`config.mk`:
```
export PLATFORM = sky130hd
export DESIGN_NAME = tinymt32_prng
export DESIGN_NICKNAME = d
export VERILOG_FILES = /design/src/hw/rtl/tmt_pkg.sv /design/src/hw/rtl/tmt_dp.sv /design/src/hw/rtl/tinymt32_prng.sv
export SDC_FILE = /design/constraint.sdc
export NUM_CORES = 1
export LEC_CHECK = 0
export BUFFER_PORTS_ARGS = -buffer_cell sky130_fd_sc_hd__buf_4
export CAP_MARGIN = 30
export CORE_ASPECT_RATIO = 1.4
export CORE_MARGIN = 4
export CORE_UTILIZATION = 55
export CTS_CLUSTER_SIZE = 20
export DETAILED_ROUTE_END_ITERATION = 8
export MAX_ROUTING_LAYER = met4
export PLACE_DENSITY = 0.72
export SETUP_SLACK_MARGIN = 0.3
export SLEW_MARGIN = 10
export SYNTH_ARGS = -nofsm -noshare
export SYNTH_HDL_FRONTEND = slang
export SYNTH_SLANG_ARGS = --single-unit
export TNS_END_PERCENT = 20
```
`constraint.sdc`:
```
create_clock -name clk_i -period 11.9 [get_ports clk_i]
set_clock_uncertainty 0.05 [all_clocks]
set_input_delay 1.785 -clock clk_i [delete_from_list [all_inputs] [get_ports clk_i]]
set_output_delay 1.785 -clock clk_i [all_outputs]
set_load 0.05 [all_outputs]
```
`src/hw/rtl/tmt_pkg.sv`:
```
package tmt_pkg;

  // Field and register widths
  localparam int unsigned WordW  = 32;
  localparam int unsigned RoundW = 3;
  localparam int unsigned CfgIdxW = 2;

  // Reset values of the parameter registers
  localparam logic [WordW-1:0] MaskOneRst = 32'h8f7011ee;
  localparam logic [WordW-1:0] MaskTwoRst = 32'hfc78ff1f;
  localparam logic [WordW-1:0] TempRst    = 32'h3793fdff;

  // Seeding and update constants
  localparam logic [WordW-1:0] MixMult  = 32'd1812433253;
  localparam logic [WordW-1:0] Low31    = 32'h7fffffff;
  localparam logic [RoundW-1:0] MixLast = 3'd7;  // mixing rounds 1..7
  localparam logic [RoundW-1:0] PreLast = 3'd7;  // advances 0..7
  localparam int unsigned Sh0 = 1;
  localparam int unsigned Sh1 = 10;
  localparam int unsigned Sh8 = 8;

  // Configuration register indexes
  localparam logic [CfgIdxW-1:0] CfgMaskOne = 2'd0;
  localparam logic [CfgIdxW-1:0] CfgMaskTwo = 2'd1;
  localparam logic [CfgIdxW-1:0] CfgTemper  = 2'd2;

  // Input kinds
  localparam logic KindReseed   = 1'b0;
  localparam logic KindGenerate = 1'b1;

  typedef logic [3:0][WordW-1:0] tmt_state_t;

  // Datapath operation selected by the sequencer
  typedef enum logic [2:0] {
    OP_NONE = 3'd0,
    OP_LOAD = 3'd1,
    OP_MUL  = 3'd2,
    OP_MIX  = 3'd3,
    OP_ADV  = 3'd4
  } tmt_op_e;

  typedef struct packed {
    tmt_op_e            op;
    logic [RoundW-1:0]  round;
  } tmt_ctrl_t;

  // One state advance
  function automatic tmt_state_t tmt_advance(input tmt_state_t s,
                                             input logic [WordW-1:0] m1,
                                             input logic [WordW-1:0] m2);
    logic [WordW-1:0] x;
    logic [WordW-1:0] y;
    tmt_state_t       n;
    x = (s[0] & Low31) ^ s[1] ^ s[2];
    x = x ^ (x << Sh0);
    y = s[3] ^ (s[3] >> Sh0) ^ x;
    n[0] = s[1];
    n[1] = s[2];
    n[2] = x ^ (y << Sh1);
    n[3] = y;
    if (y[0]) begin
      n[1] = n[1] ^ m1;
      n[2] = n[2] ^ m2;
    end
    return n;
  endfunction

  // Output tempering
  function automatic logic [WordW-1:0] tmt_temper(input tmt_state_t s,
                                                  input logic [WordW-1:0] tm);
    logic [WordW-1:0] t1;
    logic [WordW-1:0] t0;
    t1 = s[0] + (s[2] >> Sh8);
    t0 = s[3] ^ t1;
    if (t1[0]) begin
      t0 = t0 ^ tm;
    end
    return t0;
  endfunction

endpackage

```
`src/hw/rtl/tmt_dp.sv`:
```
module tmt_dp (
  input  logic                          clk_i,
  input  logic                          rst_ni,
  input  tmt_pkg::tmt_ctrl_t            ctrl_i,
  input  logic [tmt_pkg::WordW-1:0]     seed_i,
  input  logic [tmt_pkg::WordW-1:0]     mask_one_i,
  input  logic [tmt_pkg::WordW-1:0]     mask_two_i,
  input  logic [tmt_pkg::WordW-1:0]     temper_mask_i,
  output logic [tmt_pkg::WordW-1:0]     tempered_o
);

  tmt_pkg::tmt_state_t           state_q, state_d;
  logic [tmt_pkg::WordW-1:0]     product_q, product_d;
  logic [tmt_pkg::WordW-1:0]     mix_src;
  logic [1:0]                    prev_idx;
  logic [1:0]                    tgt_idx;

  assign tgt_idx  = ctrl_i.round[1:0];
  assign prev_idx = ctrl_i.round[1:0] - 2'd1;

  // Shared multiplier: one mixing product per round
  always_comb begin
    mix_src   = state_q[prev_idx] ^ (state_q[prev_idx] >> 30);
    product_d = 32'(tmt_pkg::MixMult * mix_src);
  end

  // State update
  always_comb begin
    state_d = state_q;
    case (ctrl_i.op)
      tmt_pkg::OP_LOAD: begin
        state_d[0] = seed_i;
        state_d[1] = mask_one_i;
        state_d[2] = mask_two_i;
        state_d[3] = temper_mask_i;
      end
      tmt_pkg::OP_MIX: begin
        state_d[tgt_idx] = state_q[tgt_idx]
                           ^ ({{(tmt_pkg::WordW-tmt_pkg::RoundW){1'b0}}, ctrl_i.round}
                              + product_q);
      end
      tmt_pkg::OP_ADV: begin
        state_d = tmt_pkg::tmt_advance(state_q, mask_one_i, mask_two_i);
      end
      default: begin
        state_d = state_q;
      end
    endcase
  end

  always_ff @(posedge clk_i or negedge rst_ni) begin
    if (!rst_ni) begin
      state_q <= '0;
    end else begin
      state_q <= state_d;
    end
  end

  // Product register, no reset needed
  always_ff @(posedge clk_i) begin
    if (ctrl_i.op == tmt_pkg::OP_MUL) begin
      product_q <= product_d;
    end
  end

  assign tempered_o = tmt_pkg::tmt_temper(state_q, temper_mask_i);

endmodule

```
`src/hw/rtl/tinymt32_prng.sv`:
```
// TinyMT32 pseudo-random generator, 127-bit state in four 32-bit words.
// Input channel (in_valid_i / in_stall_o): kind_i = 0 reseeds from
// seed_value_i and returns nothing; kind_i = 1 advances the state once and
// returns one tempered word on the output channel (out_valid_o /
// out_stall_i, random_word_o). An item is taken at an edge with valid high
// and stall low.
// One item is worked at a time; in_stall_o is high until it is done.
// Generate: accept, one advance step, one tempering step; the word is
// loaded into the output register as the tempering step ends, and the
// next item is taken only after that, once the generator is back in idle.
// Reseed: load, seven mixing rounds of two steps each through the shared
// 32x32 multiplier (multiply, then add and xor), then eight advances,
// after which the next item can be taken.
// The config port (cfg_we_i, cfg_idx_i, cfg_wdata_i) writes the two
// transition masks and the tempering mask; write only while idle.
// Reset (rst_ni low, async) zeroes the state and loads the default masks;
// a generate before any reseed yields 0.
// A stalled output holds its word; a finished word waits in the tempering
// step until the output register is free.
module tinymt32_prng (
  input  logic                       clk_i,
  input  logic                       rst_ni,
  input  logic                       in_valid_i,
  output logic                       in_stall_o,
  input  logic                       kind_i,
  input  logic [tmt_pkg::WordW-1:0]  seed_value_i,
  output logic                       out_valid_o,
  input  logic                       out_stall_i,
  output logic [tmt_pkg::WordW-1:0]  random_word_o,
  input  logic                       cfg_we_i,
  input  logic [tmt_pkg::CfgIdxW-1:0] cfg_idx_i,
  input  logic [tmt_pkg::WordW-1:0]  cfg_wdata_i
);

  typedef enum logic [4:0] {
    ST_IDLE   = 5'b00001,
    ST_MUL    = 5'b00010,
    ST_MIX    = 5'b00100,
    ST_ADV    = 5'b01000,
    ST_TEMPER = 5'b10000
  } state_e;

  state_e                        state_q, state_d;
  logic [tmt_pkg::RoundW-1:0]    round_q, round_d;
  logic [tmt_pkg::RoundW-1:0]    adv_cnt_q, adv_cnt_d;
  logic                          gen_q, gen_d;
  logic                          out_valid_q, out_valid_d;
  logic [tmt_pkg::WordW-1:0]     out_word_q;
  logic                          out_load;
  logic [tmt_pkg::WordW-1:0]     mask_one_q, mask_two_q, temper_mask_q;
  logic [tmt_pkg::WordW-1:0]     tempered;
  logic                          in_acc;
  tmt_pkg::tmt_ctrl_t            ctrl;

  assign in_stall_o = (state_q != ST_IDLE);
  assign in_acc     = in_valid_i && !in_stall_o;

  // Config registers
  always_ff @(posedge clk_i or negedge rst_ni) begin
    if (!rst_ni) begin
      mask_one_q    <= tmt_pkg::MaskOneRst;
      mask_two_q    <= tmt_pkg::MaskTwoRst;
      temper_mask_q <= tmt_pkg::TempRst;
    end else if (cfg_we_i) begin
      case (cfg_idx_i)
        tmt_pkg::CfgMaskOne: mask_one_q    <= cfg_wdata_i;
        tmt_pkg::CfgMaskTwo: mask_two_q    <= cfg_wdata_i;
        tmt_pkg::CfgTemper:  temper_mask_q <= cfg_wdata_i;
        default: ;
      endcase
    end
  end

  // Sequencer
  always_comb begin
    state_d    = state_q;
    round_d    = round_q;
    adv_cnt_d  = adv_cnt_q;
    gen_d      = gen_q;
    out_load   = 1'b0;
    ctrl.op    = tmt_pkg::OP_NONE;
    ctrl.round = round_q;
    case (state_q)
      ST_IDLE: begin
        if (in_acc) begin
          adv_cnt_d = '0;
          if (kind_i == tmt_pkg::KindReseed) begin
            ctrl.op = tmt_pkg::OP_LOAD;
            round_d = 3'd1;
            gen_d   = 1'b0;
            state_d = ST_MUL;
          end else begin
            gen_d   = 1'b1;
            state_d = ST_ADV;
          end
        end
      end
      ST_MUL: begin
        ctrl.op = tmt_pkg::OP_MUL;
        state_d = ST_MIX;
      end
      ST_MIX: begin
        ctrl.op = tmt_pkg::OP_MIX;
        if (round_q == tmt_pkg::MixLast) begin
          adv_cnt_d = '0;
          state_d   = ST_ADV;
        end else begin
          round_d = round_q + 3'd1;
          state_d = ST_MUL;
        end
      end
      ST_ADV: begin
        ctrl.op = tmt_pkg::OP_ADV;
        if (gen_q) begin
          state_d = ST_TEMPER;
        end else if (adv_cnt_q == tmt_pkg::PreLast) begin
          state_d = ST_IDLE;
        end else begin
          adv_cnt_d = adv_cnt_q + 3'd1;
        end
      end
      ST_TEMPER: begin
        // wait for a free output register
        if (!out_valid_q || !out_stall_i) begin
          out_load = 1'b1;
          state_d  = ST_IDLE;
        end
      end
      default: begin
        state_d = ST_IDLE;
      end
    endcase
  end

  always_ff @(posedge clk_i or negedge rst_ni) begin
    if (!rst_ni) begin
      state_q   <= ST_IDLE;
      round_q   <= '0;
      adv_cnt_q <= '0;
      gen_q     <= 1'b0;
    end else begin
      state_q   <= state_d;
      round_q   <= round_d;
      adv_cnt_q <= adv_cnt_d;
      gen_q     <= gen_d;
    end
  end

  tmt_dp u_dp (
    .clk_i         (clk_i),
    .rst_ni        (rst_ni),
    .ctrl_i        (ctrl),
    .seed_i        (seed_value_i),
    .mask_one_i    (mask_one_q),
    .mask_two_i    (mask_two_q),
    .temper_mask_i (temper_mask_q),
    .tempered_o    (tempered)
  );

  // Output register
  always_comb begin
    out_valid_d = out_valid_q;
    if (out_load) begin
      out_valid_d = 1'b1;
    end else if (out_valid_q && !out_stall_i) begin
      out_valid_d = 1'b0;
    end
  end

  always_ff @(posedge clk_i or negedge rst_ni) begin
    if (!rst_ni) begin
      out_valid_q <= 1'b0;
    end else begin
      out_valid_q <= out_valid_d;
    end
  end

  always_ff @(posedge clk_i) begin
    if (out_load) begin
      out_word_q <= tempered;
    end
  end

  assign out_valid_o   = out_valid_q;
  assign random_word_o = out_word_q;

`ifndef SYNTHESIS
  // A new word only ever comes out of the tempering step
  assert property (@(posedge clk_i) disable iff (!rst_ni)
    $rose(out_valid_o) |-> $past(state_q == ST_TEMPER))
    else $error("output valid rose outside tempering");

  // A reseed goes straight to the first multiply
  assert property (@(posedge clk_i) disable iff (!rst_ni)
    (in_acc && kind_i == tmt_pkg::KindReseed) |=> (state_q == ST_MUL && round_q == 3'd1))
    else $error("reseed did not start mixing");

  // Mixing rounds stay in 1..7
  assert property (@(posedge clk_i) disable iff (!rst_ni)
    (state_q == ST_MUL || state_q == ST_MIX) |-> (round_q != '0))
    else $error("mixing round out of range");

  // Last mixing round hands over to the first advance of the reseed
  assert property (@(posedge clk_i) disable iff (!rst_ni)
    (state_q == ST_MIX && round_q == tmt_pkg::MixLast)
      |=> (state_q == ST_ADV && adv_cnt_q == '0 && !gen_q))
    else $error("bad handover from mixing to advances");

  // A generate advances exactly once before tempering
  assert property (@(posedge clk_i) disable iff (!rst_ni)
    (in_acc && kind_i == tmt_pkg::KindGenerate) |=> ##1 (state_q == ST_TEMPER))
    else $error("generate did not reach tempering");
`endif

endmodule
```
* Word level (Yosys, flattened, before mapping)
Cells that the tools add are included.
** Storage, ports and cells
- Register bits after elaboration :: 301
- Input port bits :: 72
- Output and inout bits :: 34
- Logic and storage cells :: 110
** Operators by class
- Add/subtract/negate cells :: 5
- $mul :: 1
- $lt $le $gt $ge :: 3
- Eq/ne operators :: 22
- Multiplexer cells :: 34
- Bitwise operators :: 12
- Reductions and logical operators :: 19
** Operator list (count)
- $pmux W128 S3 :: 1
- $xor A32 B32 Y32 :: 9
- $bmux W32 S2 :: 2
- $bwmux W128 :: 1
- $mux W32 :: 4
- $demux W32 S2 :: 1
- $mux W64 :: 1
- $add A3 B32 Y32 :: 1
- $add A32 B24 Y32 :: 1
- $mul A31 B32 Y32 const A :: 1
- $xor A31 B32 Y32 :: 1
- $xor A32 B2 Y32 :: 1
- $xor A32 B31 Y32 :: 1
- $pmux W5 S5 :: 1
- $mux W3 :: 7
- $mux W5 :: 4
- $ne A2 B2 Y1 const B :: 7
- $pmux W3 S4 :: 1
- $eq A3 B3 Y1 const B :: 3
- $pmux W3 S3 :: 1
- $mux W4 :: 2
- $reduce_and A2 Y1 :: 4
- $mux W1 :: 7
- $add A3 B1 Y3 const B :: 2
- other kinds (24) :: 32

* Depth between registers and ports, before layout
Gate-level depths: netlist of run 1.
- Word-level depth :: 8
- Mapped depth :: 36
- Mapped depth without buffers :: 27

* Cells and area by module
A second synthesis of run 1 with hierarchy kept.
** Second synthesis, totals
- Cell total of the unflattened synthesis :: 2856
- Area total of the unflattened synthesis :: 28401.0 um^2
** Modules (own cells, without submodules)
- tmt_dp :: instances 1, cells an instance 2545, area each 23034.6 um^2, seq. area each 4164.0 um^2
- tinymt32_prng :: instances 1, cells an instance 311, area each 5366.4 um^2, seq. area each 3768.6 um^2

* Worst setup path after synthesis of run 1
OpenSTA, ideal clock, no wires.
- Path type :: register to register
- Start :: reg round_q[0] (netlist name)
- End :: reg u_dp.product_q[28] (netlist name), data pin
- Setup time :: 0.261 ns
- Arrival :: 9.300 ns
- Required time :: 11.589 ns
- Path slack :: 2.289 ns
- Stages on the path, launching flop included :: 34
- Buffers on the path :: 9
- Cell sequence :: dfrtp_1 clkbuf_2 buf_4 buf_4 buf_4 buf_1 inv_1 ha_1 clkbuf_1 buf_2 buf_1 clkbuf_1 mux4_2 ha_1 ha_1 fa_1 inv_1 fa_1 inv_1 fa_1 inv_1 fa_1 inv_1 fa_1 inv_1 fa_1 inv_1 ha_1 and3_1 nand3_1 o311ai_0 a21oi_1 or2_2 a311o_1
** Between the ends
- Word-level cells in the longest chain between the ends :: 5
** RTL lines
- start: declaration :: line tinymt32_prng.sv:44 : logic [tmt_pkg::RoundW-1:0] round_q, round_d;
- start signal: assignment :: line tinymt32_prng.sv:143 : round_q <= round_d;
- $sub A2 B1 Y2 :: line tmt_dp.sv:19 : assign prev_idx = ctrl_i.round[1:0] - 2'd1;
- $bmux W32 S2 :: line tmt_dp.sv:23 : mix_src = state_q[prev_idx] ^ (state_q[prev_idx] >> 30);
- $mux W32 (implied by the code) :: line tmt_dp.sv:23
- $xor A32 B2 Y32 :: line tmt_dp.sv:23
- $mul A31 B32 Y32 :: line tmt_dp.sv:24 : product_d = 32'(tmt_pkg::MixMult * mix_src);
- net u_dp.product_d (one bit) :: line tmt_dp.sv:13 : logic [tmt_pkg::WordW-1:0] product_q, product_d;
- end signal: assignment :: line tmt_dp.sv:62 : product_q <= product_d;
- end: declaration :: line tmt_dp.sv:13
The timed path passes the listed nets, and every way through them passes these cells. The select of a mux whose other input is x is not followed.
A chain may end at the register's enable or synchronous reset.

* Final worst setup path of run 1
- Start :: reg round_q[0] (netlist name)
- End :: reg u_dp.product_q[29] (netlist name), data pin
The elaborated chain is that of the path after synthesis.

==> results of run 1 <==
routing by layer:
metal  up-vias  global-route usage (%)  part of all wire, %
li1       9946                       -                    -
met1     11300                    41.6                   39
met2      1116                    51.5                   48
met3       244                    4.64                  8.5
met4         0                    13.8                  5.2
met5         -                       -                    0
layout by cell type, fill, tap and decap left out, types with 10 or more instances in the layout:
cell,instances
nand3_1,25
mux2i_1,12
a211oi_1,15
mux4_2,60
o221a_2,23
xnor2_1,300
mux2_2,105
o21ai_0,87
xnor2_2,10
dfrtp_1,171
a221oi_1,17
buf_4,132
inv_1,267
a21o_1,25
nand2_1,220
clkbuf_16,31
dfstp_2,64
nor3_1,17
edfxtp_1,64
o21a_1,15
fa_1,147
ha_1,239
nand2b_1,24
nor2_1,192
o22ai_1,19
xor2_1,83
and3_1,17
o221ai_1,41
a21oi_1,229
o22a_1,58
cells in the mapped netlist (all sizes together), types with 12 or more instances:
library cell and number:
a211oi 17, a21o 25, a21oi 230, a221oi 19
and3 17, buf 49, clkbuf 101, dfrtp 173
dfstp 64, edfxtp 64, fa 147, ha 242
inv 267, mux2 105, mux2i 12, mux4 64
nand2 221, nand2b 24, nand3 25, nor2 193
nor3 17, o21a 15, o21ai 90, o221a 23
o221ai 41, o22a 58, o22ai 19, xnor2 312
xor2 90
registers in the layout, summed over array words and instances (netlist names):
| name | cells |
|---|---|
| random_word_o | 32 |
| mask_two_q | 32 |
| out_valid_o | 1 |
| round_q | 3 |
| u_dp.product_q | 32 |
| state_q | 5 |
| adv_cnt_q | 3 |
| mask_one_q | 32 |
| u_dp.state_q | 128 |
| temper_mask_q | 32 |
| gen_q | 1 |
through the flow:
stage,hold slack (ns),cell area [sq um],std cells
3_3_place_gp,0.421,29800,3480
3_5_place_dp,0.441,29900,3483
4_1_cts,0.465,30900,3541
6_report,0.455,31000,3543
2_1_floorplan,0.406,28600,2847
5_1_grt,0.481,31000,3543
worst max-delay path by stage:
| stage | slack, ns | from | to |
|---|---|---|---|
| floorplan | 2.29 | round_q[0] | u_dp.product_q[28] |
| global placement | 2.62 | round_q[0] | u_dp.product_q[28] |
| detailed placement | 3.04 | round_q[0] | u_dp.product_q[28] |
| CTS | 3.06 | round_q[0] | u_dp.product_q[28] |
| global route | 2.60 | round_q[0] | u_dp.product_q[28] |
| finish | 3.03 | round_q[0] | u_dp.product_q[29] |
logic make-up after synthesis:
family,Yosys count
flip-flops,301
AND/OR/NAND/NOR,551
adder cells (fa/ha/maj),389
AO/OA/AOI/OAI,595
XOR/XNOR,413
multiplexers,181
buffers and inverters,417
worst max-delay path, stage by stage (launching register included):
cell and delay (ns):
dfrtp_4 0.72, inv_1 0.13, ha_2 0.92, mux4_1 0.69
ha_1 0.45, ha_1 0.33, fa_1 0.52, inv_1 0.05
fa_1 0.47, inv_1 0.06, fa_1 0.50, fa_1 0.50
fa_1 0.50, inv_1 0.05, fa_1 0.48, inv_1 0.04
ha_1 0.31, and3_1 0.23, a221oi_1 0.46, nand2_1 0.11
a21oi_1 0.18, a31oi_2 0.12, a31oi_1 0.41, or4_1 0.19
o2111ai_1 0.10
final cells by class:
class	count	area share, %
clock inverter	12	0.315
inverter	267	3.24
sequential	301	25.6
multi-input combinational	2129	61.7
timing repair buffer	138	3.54
tap	650	2.63
clock buffer	46	2.98
==> flow_summary.yaml, run 1 <==
cts:
  ctsResizeCount: 0
  ctsRootBufferMaster: "clkbuf_16"
  clk_latency_ns: 0.61
  tritoncts.num_buffers: 31
  htreeDepth: 1
  cts_num_sinks: 301
  path_clk_slew_ns: 0.06
  cts_tree: "yes"
  cts_setup_buffers: 0
  ctsHoldBuffers: 0
  clk_path_buf_depth: 3
global_routing:
  grt_max_degree: 88
  grt_pass1_vias: 23400
  antenna_found_initial: 0
  grt_first_pass_wirelength_mm: 137
  grt_usage_pct: 32.3
  overflow: 0
timing:
  fmax_mhz: 113
  grt_setup_unrepaired: "no"
  worstMarginPinSlew_ns: 0.999
  setup_tns_ns: 0
  report.final.setup_viol: 0
  slew_viol_final: 0
  timing.final.crit_share_pct: 74.6
  maxSlewHeadroom_pct: 33.4
  setup_ws_ns: 3.03
  hold_viol: 0
  min_period_ns: 8.87
synth:
  synth_area_sq_um: 28600
  synth_compound_area_share_pct: 13.8
  synth_warnings: 0
  synth_mux_area_share_pct: 9.65
  syn_inst: 2847
  ys_types: 81
  syn-num-nets: 3308
  synthAdderAreaFrac_pct: 20.9
  synth-seq-cells: 301
  ys_async_sr_fraction_pct: 78.7
  synth_edf_count: 64
  synth_xor_area_share_pct: 13.7
  synth_area_per_cell_sq_um: 10.0
  ys_seq_area_share_pct: 27.8
  synth_top_area_cell: "dfrtp_1"
  synth_top_area_share_pct: 15.1
  synth_ff_type: "dfrtp_1"
  synth-simple-area-share_pct: 8.45
  synthTopCellsByArea: "dfrtp_1, ha_1, fa_1"
  synth_top_family_by_area: "adder cells"
die:
  fp.coreArea_sq_um: 51300
  rows: 98
  io_pins: 106
  die_w_um: 201
  dieHeight_um: 278
  die_area_sq_um: 55700
  start_util_pct: 55.8
final_layout:
  area_growth_pct: 8.30
  antennaDiodeCount: 0
  layout-drive-gt1-share_pct: 16.8
  regArea_sq_um: 7940
  fillCellCount: 4310
  multi_input_area_sq_um: 19100
  nets: 3329
  final_util_pct: 60.4
setup_path:
  reg2reg_to: "u_dp.product_q[29]"
  rr_startpoint: "round_q[0]"
  cp.arrival_ns: 9.16
  end_kind: "flop"
  required_ns: 12.19
  crit_fanout: 33
  crit_type: "reg2reg"
  reg2reg_slack_ns: 3.03
  reg2reg_depth: 24
  worstSetupStartpointType: "flop"
hold_path:
  hold_start: "adv_cnt_q[2]"
  whs_path_depth: 2
  min_path_type: "reg2reg"
  worstHoldEndpoint: "adv_cnt_q[2]"
route:
  via_per_inst: 6.39
  drc_errors: 0
  wl_per_cell_um: 25.0
  wl_mm: 88.7
  first_pass_iters: 6
  dr.first_iter.drc_count: 2307
  postRouteAntennaNets: 0
  vias: 22600
flow_run:
  maxCapViolCount: 0
status:
  status: "finished clean"
placement:
  post-place-ws_ns: 3.04
  numPortBuffers: 105
  dp_hpwl_mm: 66.5
  gp_congestion: 0.976
Power of run 1 is left out: the tool's default activity adds up to more than one toggle a clock period on the data nets, which glitch-free logic cannot reach.
==> inputs of run 2 (changes only) <==
==> constraint.sdc (replaced) <==
create_clock -name clk_i -period 8.29 [get_ports clk_i]
set_clock_uncertainty 0.05 [all_clocks]
set_input_delay 1.2435 -clock clk_i [delete_from_list [all_inputs] [get_ports clk_i]]
set_output_delay 1.2435 -clock clk_i [all_outputs]
set_load 0.05 [all_outputs]
==> run 2 against run 1 <==
Non-clock buffer count increased by 1. Final area increased by 0.78%. Largest cell class unchanged. Setup slack got worse by 2.4 ns. Hold slack improved by 0.012 ns. Critical path type unchanged.
==> flow_summary.yaml, run 2 (synthesis results as in run 1) <==
final_layout:
  multi_input_area_sq_um: 19200
  area_growth_pct: 9.14
  regArea_sq_um: 7940
  regMostFlops: "u_dp.state_q"
  largest_reg_flops: 128
  nets: 3334
  most-common-layout-cells: "xnor2_1, inv_1, ha_1, a21oi_1, nand2_1"
  layout-drive-gt1-share_pct: 17.5
  fillCellCount: 4273
  final_common_cell: "xnor2_1"
route:
  first_pass_iters: 6
  vias: 22900
  postRouteAntennaNets: 0
  drc_errors: 0
  via_per_inst: 6.44
  wl_per_cell_um: 25.9
  wl_mm: 91.9
  dr.first_iter.drc_count: 2375
cts:
  clk_path_buf_depth: 3
  ctsResizeCount: 0
  cts_tree: "yes"
  ctsRootBufferMaster: "clkbuf_16"
  path_clk_slew_ns: 0.07
  cts_setup_buffers: 0
  clk_latency_ns: 0.58
  htreeDepth: 2
  tritoncts.num_buffers: 35
  cts_num_sinks: 301
  ctsHoldBuffers: 0
global_routing:
  grt_usage_pct: 33.4
  antenna_found_initial: 0
  grt_pass1_vias: 23000
  grt_first_pass_wirelength_mm: 141
  overflow: 0
  grt_max_degree: 106
setup_path:
  cpMostUsedCell: "ha_1"
  cp_cell_sequence: "inv_4 > ha_4 > mux4_2 > ha_1 > ha_1 > ha_1 > inv_1 > fa_1 > inv_1 > ha_1 > ha_1 > fa_1 > inv_1 > fa_1 > inv_1 > ha_1 > or3_1 > o311ai_1 > a21boi_0 > o41a_1 > mux2i_1 > nand3_1"
  crit_fanout: 19
  worstSetupStartpoint: "round_q[0]"
  critPathSlowestCell: "o311ai_1"
  cp.arrival_ns: 7.88
  rr_startpoint: "round_q[0]"
  critical_path.max_stage_delay_ns: 0.85
  end_kind: "flop"
  reg2reg_slack_ns: 0.65
  crit_type: "reg2reg"
  worstSetupStartpointType: "flop"
  required_ns: 8.53
placement:
  numPortBuffers: 105
  dp_hpwl_mm: 67.9
  gp_congestion: 1.03
timing:
  min_period_ns: 7.64
  report.final.setup_viol: 0
  fmax_mhz: 131
  slew_viol_final: 0
  grt_setup_unrepaired: "no"
  worstMarginPinSlew_ns: 1.08
  setup_tns_ns: 0
  maxSlewHeadroom_pct: 28.1
  timing.final.crit_share_pct: 92.1
  hold_viol: 0
die:
  start_util_pct: 55.8
  dieHeight_um: 278
  rows: 98
  io_pins: 106
  fp.coreArea_sq_um: 51300
  die_area_sq_um: 55700
  die_w_um: 201
flow_run:
  maxCapViolCount: 0
hold_path:
  hold_start: "adv_cnt_q[1]"
  min_path_type: "reg2reg"
status:
  status: "finished clean"
-- run 2: layout make-up --
| cell class | instances | area share (%) |
|---|---|---|
| Inverter | 267 | 3.22 |
| Clock buffer | 42 | 2.99 |
| Clock inverter | 22 | 0.810 |
| Antenna cell | 1 | 0.00802 |
| Sequential cell | 301 | 25.4 |
| Timing Repair Buffer | 139 | 3.46 |
| Multi-Input combinational cell | 2129 | 61.5 |
| Tap cell | 650 | 2.61 |
-- run 2: final timing paths --
kind / end / depth (start not counted)
hold / removal: adv_cnt_q[1] / 1
hold reg to reg: adv_cnt_q[1] / 1
max in group asynchronous: u_dp.state_q[93] / 2
setup reg to reg: u_dp.product_q[18] / 22
min in group asynchronous: mask_one_q[4] / 1
setup / recovery: u_dp.product_q[18] / 22
-- run 2: layer usage --
layer | share of wire (%) | global-route usage [%] | vias to the layer above
met5 | 0 | - | -
met3 | 8.5 | 4.63 | 221
li1 | - | - | 9971
met4 | 4.8 | 13.0 | 0
met1 | 41 | 44.9 | 11400
met2 | 46 | 51.9 | 1269
-- run 2: per-stage QoR --
stage          util, %  std cells  worst slack [ns]  hold slack, ns  cell area [sq um]
2_1_floorplan        -       2847             0.302           0.406              28800
3_3_place_gp      58.4       3483             0.718           0.423              30000
3_5_place_dp      58.5       3485             0.582           0.443              30000
4_1_cts           60.8       3549             0.595           0.471              31200
5_1_grt           60.9       3550             0.389           0.501              31200
6_report          60.9       3551             0.651           0.467              31200
-- run 2: worst max-delay path: cells and delay by family (launching register included) --
kind	cells	cell delay, ns
and+or+nand+nor	2	0.54
adders and majority gates	10	3.68
DFF	1	0.58
AOI/OAI and AO/OA	3	1.55
buffers and inverters	5	0.25
muxes	2	0.72
Power of run 2 is left out for the same reason.
